==> src/rtl/sla_pkg.sv <==
`timescale 1ns / 1ps
package sla_pkg;

  // result status codes
  localparam logic [2:0] ST_OK      = 3'd0;
  localparam logic [2:0] ST_ZERO    = 3'd1;
  localparam logic [2:0] ST_NOFIT   = 3'd2;
  localparam logic [2:0] ST_UNKNOWN = 3'd3;
  localparam logic [2:0] ST_FULL    = 3'd4;

  // request codes
  localparam logic REQ_ALLOC = 1'b0;
  localparam logic REQ_FREE  = 1'b1;

  // shared unit operations
  localparam logic ALU_ADD = 1'b0;
  localparam logic ALU_SUB = 1'b1;

endpackage

==> src/rtl/sla_ram.sv <==
`timescale 1ns / 1ps
module sla_ram #(
  parameter int WIDTH = 34,
  parameter int DEPTH = 64
) (
  input  logic                     clk,
  input  logic                     we,
  input  logic [$clog2(DEPTH)-1:0] waddr,
  input  logic [WIDTH-1:0]         wdata,
  input  logic [$clog2(DEPTH)-1:0] raddr,
  output logic [WIDTH-1:0]         rdata
);

  logic [WIDTH-1:0] mem [DEPTH];

  // write one entry, register the read
  always_ff @(posedge clk) begin
    if (we) begin
      mem[waddr] <= wdata;
    end
    rdata <= mem[raddr];
  end

endmodule

==> src/rtl/sla_alu.sv <==
`timescale 1ns / 1ps
module sla_alu
  import sla_pkg::*;
#(
  parameter int W = 17
) (
  input  logic         op,
  input  logic [W-1:0] a,
  input  logic [W-1:0] b,
  output logic [W:0]   res,
  output logic         ge
);

  // add or subtract; the borrow gives a >= b
  always_comb begin
    if (op == ALU_SUB) begin
      res = {1'b0, a} - {1'b0, b};
    end else begin
      res = {1'b0, a} + {1'b0, b};
    end
    ge = ~res[W];
  end

endmodule

==> src/rtl/segment_list_allocator.sv <==
`timescale 1ns / 1ps
// Channel  | Handshake          | Payload
// in       | in_valid/in_stall  | req_type, request_size, block_offset
// out      | out_valid/out_stall| granted_offset, status
// config   | pool_size_we       | pool_size
//
// An item scans the table through the single read port of the segment memory,
// and a split or merge then moves the entries behind the picked segment one by
// one. After reset or a pool_size write the S_INIT state rebuilds the table.
// in_stall is low only between items; a finished result waits in the output
// register and only the end of the next item waits on it.
module segment_list_allocator
  import sla_pkg::*;
#(
  parameter int MAX_SEGMENTS = 64,
  parameter int OFFSET_BITS  = 16
) (
  input  logic        clk,
  input  logic        rst,
  input  logic        pool_size_we,
  input  logic [16:0] pool_size,
  input  logic        in_valid,
  output logic        in_stall,
  input  logic        req_type,
  input  logic [16:0] request_size,
  input  logic [15:0] block_offset,
  output logic        out_valid,
  input  logic        out_stall,
  output logic [15:0] granted_offset,
  output logic [2:0]  status
);

  localparam int OB   = OFFSET_BITS;
  localparam int LW   = OB + 1;
  localparam int CW   = (LW > 17) ? LW : 17;
  localparam int GW   = (OB > 16) ? OB : 16;
  localparam int EW   = 1 + OB + LW;
  localparam int IW   = $clog2(MAX_SEGMENTS);
  localparam int CNTW = $clog2(MAX_SEGMENTS + 1);
  localparam logic [CW-1:0]   LIMIT_C    = CW'(1) << OB;
  localparam logic [CW-1:0]   POOL_RST_C = (LIMIT_C < CW'(65536)) ? LIMIT_C : CW'(65536);
  localparam logic [CNTW-1:0] MAX_C      = CNTW'(MAX_SEGMENTS);

  localparam logic [3:0] S_INIT   = 4'd0;
  localparam logic [3:0] S_IDLE   = 4'd1;
  localparam logic [3:0] S_SCAN   = 4'd2;
  localparam logic [3:0] S_ADEC   = 4'd3;
  localparam logic [3:0] S_SHIFT  = 4'd4;
  localparam logic [3:0] S_SPLIT  = 4'd5;
  localparam logic [3:0] S_SPLIT2 = 4'd6;
  localparam logic [3:0] S_FM1    = 4'd7;
  localparam logic [3:0] S_FM2    = 4'd8;
  localparam logic [3:0] S_FW     = 4'd9;
  localparam logic [3:0] S_PACK   = 4'd10;
  localparam logic [3:0] S_RES    = 4'd11;

  logic [3:0]      state;
  logic [LW-1:0]   pool;
  logic [CNTW-1:0] count;
  logic [CNTW-1:0] ptr;
  logic            pend;
  logic [IW-1:0]   pidx;
  logic            op_free;
  logic [CW-1:0]   sz;
  logic [CW-1:0]   offs;
  logic            found;
  logic [IW-1:0]   pick;
  logic [OB-1:0]   pick_start;
  logic [LW-1:0]   rem;
  logic [OB-1:0]   cur_start;
  logic [LW-1:0]   cur_len;
  logic            last_used;
  logic [OB-1:0]   last_start;
  logic [LW-1:0]   last_len;
  logic            prev_used;
  logic [OB-1:0]   prev_start;
  logic [LW-1:0]   prev_len;
  logic            next_used;
  logic [LW-1:0]   next_len;
  logic [LW-1:0]   acc;
  logic [2:0]      res_status;
  logic [OB-1:0]   res_grant;

  logic            ram_we;
  logic [IW-1:0]   ram_waddr;
  logic [EW-1:0]   ram_wdata;
  logic [IW-1:0]   ram_raddr;
  logic [EW-1:0]   rdata;
  logic            r_used;
  logic [OB-1:0]   r_start;
  logic [LW-1:0]   r_len;

  logic            alu_op;
  logic [CW-1:0]   alu_a;
  logic [CW-1:0]   alu_b;
  logic [CW:0]     alu_res;
  logic            alu_ge;

  logic            mp;
  logic            mn;
  logic [1:0]      rcnt;
  logic [IW-1:0]   base;
  logic            issue;
  logic            out_load;
  logic [CW-1:0]   cfg_ext;
  logic [CW-1:0]   cfg_clamp;
  logic [GW-1:0]   grant_ext;

  function automatic logic idx_nz(input logic [IW-1:0] v);
    idx_nz = (v != '0);
  endfunction

  assign r_used  = rdata[EW-1];
  assign r_start = rdata[EW-2 -: OB];
  assign r_len   = rdata[LW-1:0];

  // merge decisions for a free
  assign mp   = (idx_nz(pick)) && !prev_used;
  assign mn   = ((CNTW'(pick) + CNTW'(1)) < count) && !next_used;
  assign rcnt = {1'b0, mp} + {1'b0, mn};
  assign base = pick - IW'(mp);

  // clamp a written pool size
  assign cfg_ext = CW'(pool_size);
  always_comb begin
    if (cfg_ext == '0) begin
      cfg_clamp = CW'(1);
    end else if (cfg_ext > LIMIT_C) begin
      cfg_clamp = LIMIT_C;
    end else begin
      cfg_clamp = cfg_ext;
    end
  end

  // read issue for scan and move passes
  always_comb begin
    case (state)
      S_SCAN:  issue = (ptr < count);
      S_SHIFT: issue = (ptr > CNTW'(pick));
      S_PACK:  issue = (ptr < count);
      default: issue = 1'b0;
    endcase
  end
  assign ram_raddr = ptr[IW-1:0];

  // steer the shared unit
  always_comb begin
    alu_op = ALU_ADD;
    alu_a  = '0;
    alu_b  = '0;
    case (state)
      S_SCAN: begin
        alu_op = ALU_SUB;
        alu_a  = CW'(r_len);
        alu_b  = sz;
      end
      S_SPLIT: begin
        alu_a = CW'(pick_start);
        alu_b = sz;
      end
      S_FM1: begin
        alu_a = CW'(cur_len);
        alu_b = mp ? CW'(prev_len) : '0;
      end
      S_FM2: begin
        alu_a = CW'(acc);
        alu_b = mn ? CW'(next_len) : '0;
      end
      default: begin
        alu_op = ALU_ADD;
      end
    endcase
  end

  sla_alu #(.W(CW)) u_alu (
    .op (alu_op),
    .a  (alu_a),
    .b  (alu_b),
    .res(alu_res),
    .ge (alu_ge)
  );

  // memory write select
  always_comb begin
    ram_we    = 1'b0;
    ram_waddr = '0;
    ram_wdata = '0;
    case (state)
      S_INIT: begin
        ram_we    = 1'b1;
        ram_wdata = {1'b0, {OB{1'b0}}, pool};
      end
      S_ADEC: begin
        ram_we    = found && (rem == '0);
        ram_waddr = pick;
        ram_wdata = {1'b1, pick_start, sz[LW-1:0]};
      end
      S_SHIFT: begin
        ram_we    = pend;
        ram_waddr = pidx + IW'(1);
        ram_wdata = rdata;
      end
      S_SPLIT: begin
        ram_we    = 1'b1;
        ram_waddr = pick + IW'(1);
        ram_wdata = {1'b0, alu_res[OB-1:0], rem};
      end
      S_SPLIT2: begin
        ram_we    = 1'b1;
        ram_waddr = pick;
        ram_wdata = {1'b1, pick_start, sz[LW-1:0]};
      end
      S_FW: begin
        ram_we    = 1'b1;
        ram_waddr = base;
        ram_wdata = {1'b0, (mp ? prev_start : cur_start), acc};
      end
      S_PACK: begin
        ram_we    = pend;
        ram_waddr = pidx - IW'(rcnt);
        ram_wdata = rdata;
      end
      default: begin
        ram_we = 1'b0;
      end
    endcase
  end

  sla_ram #(.WIDTH(EW), .DEPTH(MAX_SEGMENTS)) u_ram (
    .clk  (clk),
    .we   (ram_we),
    .waddr(ram_waddr),
    .wdata(ram_wdata),
    .raddr(ram_raddr),
    .rdata(rdata)
  );

  assign in_stall  = (state != S_IDLE);
  assign grant_ext = GW'(res_grant);

  // load the output register once it is free or being taken
  assign out_load = (state == S_RES) && !pool_size_we && (!out_valid || !out_stall);

  // sequencer
  always_ff @(posedge clk) begin
    if (rst) begin
      state     <= S_INIT;
      pool      <= POOL_RST_C[LW-1:0];
      count     <= CNTW'(1);
      pend      <= 1'b0;
      out_valid <= 1'b0;
    end else begin
      // load a new result or drop a taken one
      if (out_load) begin
        out_valid <= 1'b1;
      end else if (out_valid && !out_stall) begin
        out_valid <= 1'b0;
      end

      // advance the read pointer
      pend <= issue;
      pidx <= ptr[IW-1:0];
      if (issue) begin
        ptr <= (state == S_SHIFT) ? ptr - CNTW'(1) : ptr + CNTW'(1);
      end

      if (pool_size_we) begin
        // a pool size write rebuilds the table
        pool  <= cfg_clamp[LW-1:0];
        state <= S_INIT;
      end else begin
        case (state)
          S_INIT: begin
            count <= CNTW'(1);
            state <= S_IDLE;
          end
          S_IDLE: begin
            if (in_valid) begin
              op_free <= (req_type == REQ_FREE);
              sz      <= CW'(request_size);
              offs    <= CW'(block_offset);
              found   <= 1'b0;
              ptr     <= '0;
              if (req_type == REQ_ALLOC && request_size == '0) begin
                res_status <= ST_ZERO;
                res_grant  <= '0;
                state      <= S_RES;
              end else begin
                state <= S_SCAN;
              end
            end
          end
          S_SCAN: begin
            if (pend) begin
              last_used  <= r_used;
              last_start <= r_start;
              last_len   <= r_len;
              if (!op_free) begin
                // keep the last free segment that fits
                if (!r_used && alu_ge) begin
                  found      <= 1'b1;
                  pick       <= pidx;
                  pick_start <= r_start;
                  rem        <= alu_res[LW-1:0];
                end
              end else if (!found && r_used && CW'(r_start) == offs) begin
                found      <= 1'b1;
                pick       <= pidx;
                cur_start  <= r_start;
                cur_len    <= r_len;
                prev_used  <= last_used;
                prev_start <= last_start;
                prev_len   <= last_len;
              end else if (found && pidx == pick + IW'(1)) begin
                next_used <= r_used;
                next_len  <= r_len;
              end
            end
            if (!issue && !pend) begin
              state <= op_free ? S_FM1 : S_ADEC;
            end
          end
          S_ADEC: begin
            res_grant <= '0;
            if (!found) begin
              res_status <= ST_NOFIT;
              state      <= S_RES;
            end else if (rem == '0) begin
              res_status <= ST_OK;
              res_grant  <= pick_start;
              state      <= S_RES;
            end else if (count == MAX_C) begin
              res_status <= ST_FULL;
              state      <= S_RES;
            end else begin
              ptr   <= count - CNTW'(1);
              state <= S_SHIFT;
            end
          end
          S_SHIFT: begin
            if (!issue && !pend) begin
              state <= S_SPLIT;
            end
          end
          S_SPLIT: begin
            state <= S_SPLIT2;
          end
          S_SPLIT2: begin
            count      <= count + CNTW'(1);
            res_status <= ST_OK;
            res_grant  <= pick_start;
            state      <= S_RES;
          end
          S_FM1: begin
            res_grant <= '0;
            if (!found) begin
              res_status <= ST_UNKNOWN;
              state      <= S_RES;
            end else begin
              acc   <= alu_res[LW-1:0];
              state <= S_FM2;
            end
          end
          S_FM2: begin
            acc   <= alu_res[LW-1:0];
            state <= S_FW;
          end
          S_FW: begin
            res_status <= ST_OK;
            if (rcnt == 2'd0) begin
              state <= S_RES;
            end else begin
              ptr   <= CNTW'(pick) + CNTW'(1) + CNTW'(mn);
              state <= S_PACK;
            end
          end
          S_PACK: begin
            if (!issue && !pend) begin
              count <= count - CNTW'(rcnt);
              state <= S_RES;
            end
          end
          S_RES: begin
            // hold until the output register is free
            if (out_load) begin
              status         <= res_status;
              granted_offset <= grant_ext[15:0];
              state          <= S_IDLE;
            end
          end
          default: begin
            state <= S_INIT;
          end
        endcase
      end
    end
  end

  a_count_range: assert property (@(posedge clk) disable iff (rst)
    (state != S_INIT) |-> (count != '0 && count <= MAX_C))
    else $error("segment count out of range");

  a_split_room: assert property (@(posedge clk) disable iff (rst)
    (state == S_SPLIT) |-> (count < MAX_C))
    else $error("split with a full table");

  a_result_src: assert property (@(posedge clk) disable iff (rst)
    $rose(out_valid) |-> $past(state == S_RES))
    else $error("result loaded outside the result step");

  a_pack_merge: assert property (@(posedge clk) disable iff (rst)
    (state == S_PACK) |-> (rcnt != 2'd0))
    else $error("compaction without a merge");

endmodule
==> config.mk <==
export PLATFORM = sky130hd
export DESIGN_NAME = segment_list_allocator
export DESIGN_NICKNAME = d
export VERILOG_FILES = /design/src/rtl/sla_pkg.sv /design/src/rtl/sla_ram.sv /design/src/rtl/sla_alu.sv /design/src/rtl/segment_list_allocator.sv
export SDC_FILE = /design/constraint.sdc
export NUM_CORES = 2
export LEC_CHECK = 0
export ABC_AREA = 0
export BUFFER_PORTS_ARGS = -buffer_cell sky130_fd_sc_hd__buf_2
export CAP_MARGIN = 20
export CORE_MARGIN = 5
export CORE_UTILIZATION = 35
export CTS_BUF_LIST = sky130_fd_sc_hd__clkbuf_8
export DETAILED_ROUTE_END_ITERATION = 16
export SETUP_SLACK_MARGIN = 0.05
export SYNTH_ARGS = -nofsm -noshare
export SYNTH_HDL_FRONTEND = slang
export SYNTH_SLANG_ARGS = --single-unit
==> constraint.sdc <==
create_clock -name clk -period 7.4 [get_ports clk]
set_input_delay 0.74 -clock clk [delete_from_list [all_inputs] [get_ports clk]]
set_output_delay 0.74 -clock clk [all_outputs]
set_load 0.1 [all_outputs]
==> results.cfg <==
[power]
p_leak_nw = 34.7
ir_drop_uv = 156
pwr-share-clk_pct = 37.7
finalPower_mw = 28.5
switching_share_pct = 23.3
p_comb_share_pct = 6.9
pwr-share-seq_pct = 55.4
power.switching_mw = 6.64
p_int_mw = 21.8
power_density_nw_per_um2 = 255

[timing]
finalSetupViolations = 0
tns_ns = 0
fin_crit_ns = 6.49
clock_skew_ns = 0.0663
finalCritPeriodShare_pct = 87.7
hold_violations = 0
drv_slew = 0
fin_ws_ns = 0.909
fmax_mhz = 154
worstMarginPinSlew_ns = 1.10
rsz0062_at_grt = false
slew-limit-headroom_pct = 26.9

[detailed_routing]
postRouteAntennaNets = 0
firstDrtPassIters = 6
via_per_inst = 5.38
drt-wirelength-per-cell_um = 28.4
drtIter0Drc = 5476
postRouteWirelength_mm = 250
route.detailed.drc = 0
via_count = 47500

[logic_synthesis]
async_flop_share_pct = 0
yosysWarningCount = 0
synth_edf_count = 2437
netlist_instances = 4347
seq_area_frac_synth_pct = 76.3
syn_nets = 4469
syn_area_um2 = 97600
syn_avg_cell_area_um2 = 22.4
ys_types = 80
synth_seq_cells = 2501
synth_ff_type = edfxtp_1

[floorplanning]
dieHeight_um = 538
ios = 77
dieArea_um2 = 289000
row_count = 193
start_util_pct = 35.2
die_w_um = 538
design.core.area_um2 = 277000

[place]
hpwl_mm = 155
port_buffers = 76
dp.cells = 8098
gp_congestion = 0.836
pre_cts_ws_ns = 0.973
dpl_cell_area_um2 = 104000

[grt]
grt_max_degree = 136
grt_pass1_vias = 48100
grt_antenna_before_repair = 25
grt_first_pass_wirelength_mm = 358
track_usage_pct = 17.0
overflow = 0

[cells_and_area]
layout.nets = 4939
syn2layout_area_growth_pct = 14.6
final_layout_size_suffix_gt1_share_pct = 30.8
layout_common_cells = edfxtp_1, mux4_2, clkbuf_8
nFillCells = 24300
final_cells = 8825
final_common_cell = edfxtp_1
post-route-cell-area_um2 = 112000

[critical_path]
start_kind = register
critPathKind = register to register
critPathCaptureType = register
crit_start = pick[0]$_DFFE_PP_
cp.required_ns = 8.14
worstPathArrival_ns = 7.23
crit_path_max_fanout = 64
regToRegStartpoint = pick[0]$_DFFE_PP_

[clocking]
post_cts_resized = 0
root_buffer = clkbuf_8
cts.htree.levels = 5
postCtsSetupRepairBufs = 0
tritoncts = yes
cts.path.max_buffers = 4
cts_made_buffers = 389
cts_sinks = 2501
clk_pin_slew_ns = 0.06
clk_latency_ns = 1.00

[worst_hold_path]
hold_start = request_size[1]
hold_class = primary input to register

[flow_run]
maxCapViolations = 0

[outcome]
status = complete, no violations
per-stage QoR:
step           hold slack [ns]  util [%]
2_1_floorplan            0.400         -
3_3_place_gp             0.401      37.7
3_5_place_dp             0.405      37.7
4_1_cts                0.00492      40.4
5_1_grt               -0.00682      40.4
6_report                0.0636      40.4
metal layers:
| layer | track usage, % | wire [um] | vias to the layer above |
|---|---|---|---|
| li1 | - | - | 19500 |
| met1 | 24.5 | 106000 | 25600 |
| met2 | 27.0 | 119000 | 2025 |
| met3 | 3.82 | 21700 | 286 |
| met4 | 3.21 | 3860 | 0 |
| met5 | 0 | 0 | - |
worst paths after layout:
| path | slack [ns] | cells after the start | to |
|---|---|---|---|
| setup / recovery | 0.91 | 24 | u_ram.mem[18][31]$_DFFE_PP_ |
| setup reg to reg | 0.91 | 24 | u_ram.mem[18][31]$_DFFE_PP_ |
| hold / removal | 0.06 | 1 | sz[1]$_DFFE_PP_ |
| hold reg to reg | 0.41 | 0 | granted_offset[9]$_DFFE_PP_ |
state kept, by name, indices dropped and copies added, names as in the netlist, 7 cells and up:
register,cells
prev_len,17
pick_start,16
granted_offset,16
last_start,16
cur_len,17
offs,16
u_ram.rdata,34
ptr,7
u_ram.mem,2176
pool,17
next_len,17
count,7
grant_ext,16
last_len,17
sz,17
prev_start,16
cur_start,16
rem,17
acc,17
cells by family (layout without fill, tap and decap cells):
logic type,Yosys count,count (layout),share of synthesized area (%)
XOR/XNOR,77,77,0.691
flip-flops,2501,2501,76.3
multiplexers,738,738,16.7
AND/OR/NAND/NOR,396,396,1.90
adder cells (fa/ha/maj),66,66,0.877
AO/OA/AOI/OAI,319,319,2.40
buffers and inverters,250,1016,1.06
other,0,7,0
power groups by stage:
stage	clock network, mW	registers (mW)	logic (mW)
floorplan	0	16.0	1.23
global placement	0	16.1	1.96
detailed placement	0	16.1	1.97
CTS	11.0	15.8	1.99
global route	11.7	15.8	2.08
finish	10.7	15.8	1.96
worst max-delay path, stage by stage (launching register included):
cell       delay [ns]
edfxtp_1         0.55
ha_1             0.33
nand3_1          0.14
xnor2_1          0.38
inv_1            0.17
ha_1             0.31
and3_1           0.14
o21ai_0          0.18
o211a_2          0.22
buf_4            0.22
a31oi_1          0.17
ha_1             0.28
nor2_1           0.13
xor2_1           0.16
ha_1             0.29
nor2b_1          0.16
o21ai_0          0.20
a21boi_1         0.17
o2111ai_1        0.23
a21boi_0         0.15
o41ai_1          0.57
o21bai_1         0.17
xor2_1           0.37
a21o_2           0.26
buf_12           0.22
final cells by class:
cell class                 instances  area (um2)  share of cell area, %
clock buffer                     415        5710                   5.11
inverter                          43         161                  0.144
tap                             3705        4640                   4.14
timing repair buffer             286        2770                   2.47
antenna                            7        17.5                 0.0157
sequential                      2501       74500                   66.6
clock inverter                   272        1350                   1.21
multi-input combinational       1596       22700                   20.3
Yosys cell counts (all sizes together), types with 13 or more instances:
| cell | count | share of area [%] |
|---|---|---|
| xor2 | 27 | 0.24 |
| a22o | 32 | 0.29 |
| a31oi | 22 | 0.15 |
| a22oi | 54 | 0.42 |
| a21o | 20 | 0.16 |
| clkbuf | 118 | 0.45 |
| nor3 | 28 | 0.17 |
| nand3 | 24 | 0.12 |
| nand2 | 113 | 0.44 |
| nor2b | 13 | 0.083 |
| xnor2 | 50 | 0.45 |
| dfxtp | 64 | 1.3 |
| o21ai | 39 | 0.20 |
| nor2 | 135 | 0.52 |
| buf | 89 | 0.44 |
| mux2i | 13 | 0.13 |
| edfxtp | 2437 | 75 |
| and2 | 25 | 0.16 |
| inv | 42 | 0.16 |
| a21oi | 52 | 0.28 |
| mux4 | 714 | 16 |
| a222oi | 33 | 0.34 |
| ha | 62 | 0.80 |
timing repair:
action | 4_1_cts | 5_1_grt
setup endpoints to repair | 0 | 0
hold buffers | 33 | 0
endpoints found under the hold margin | 33 | 0
Note: power is estimated with default switching activity, not from simulation.
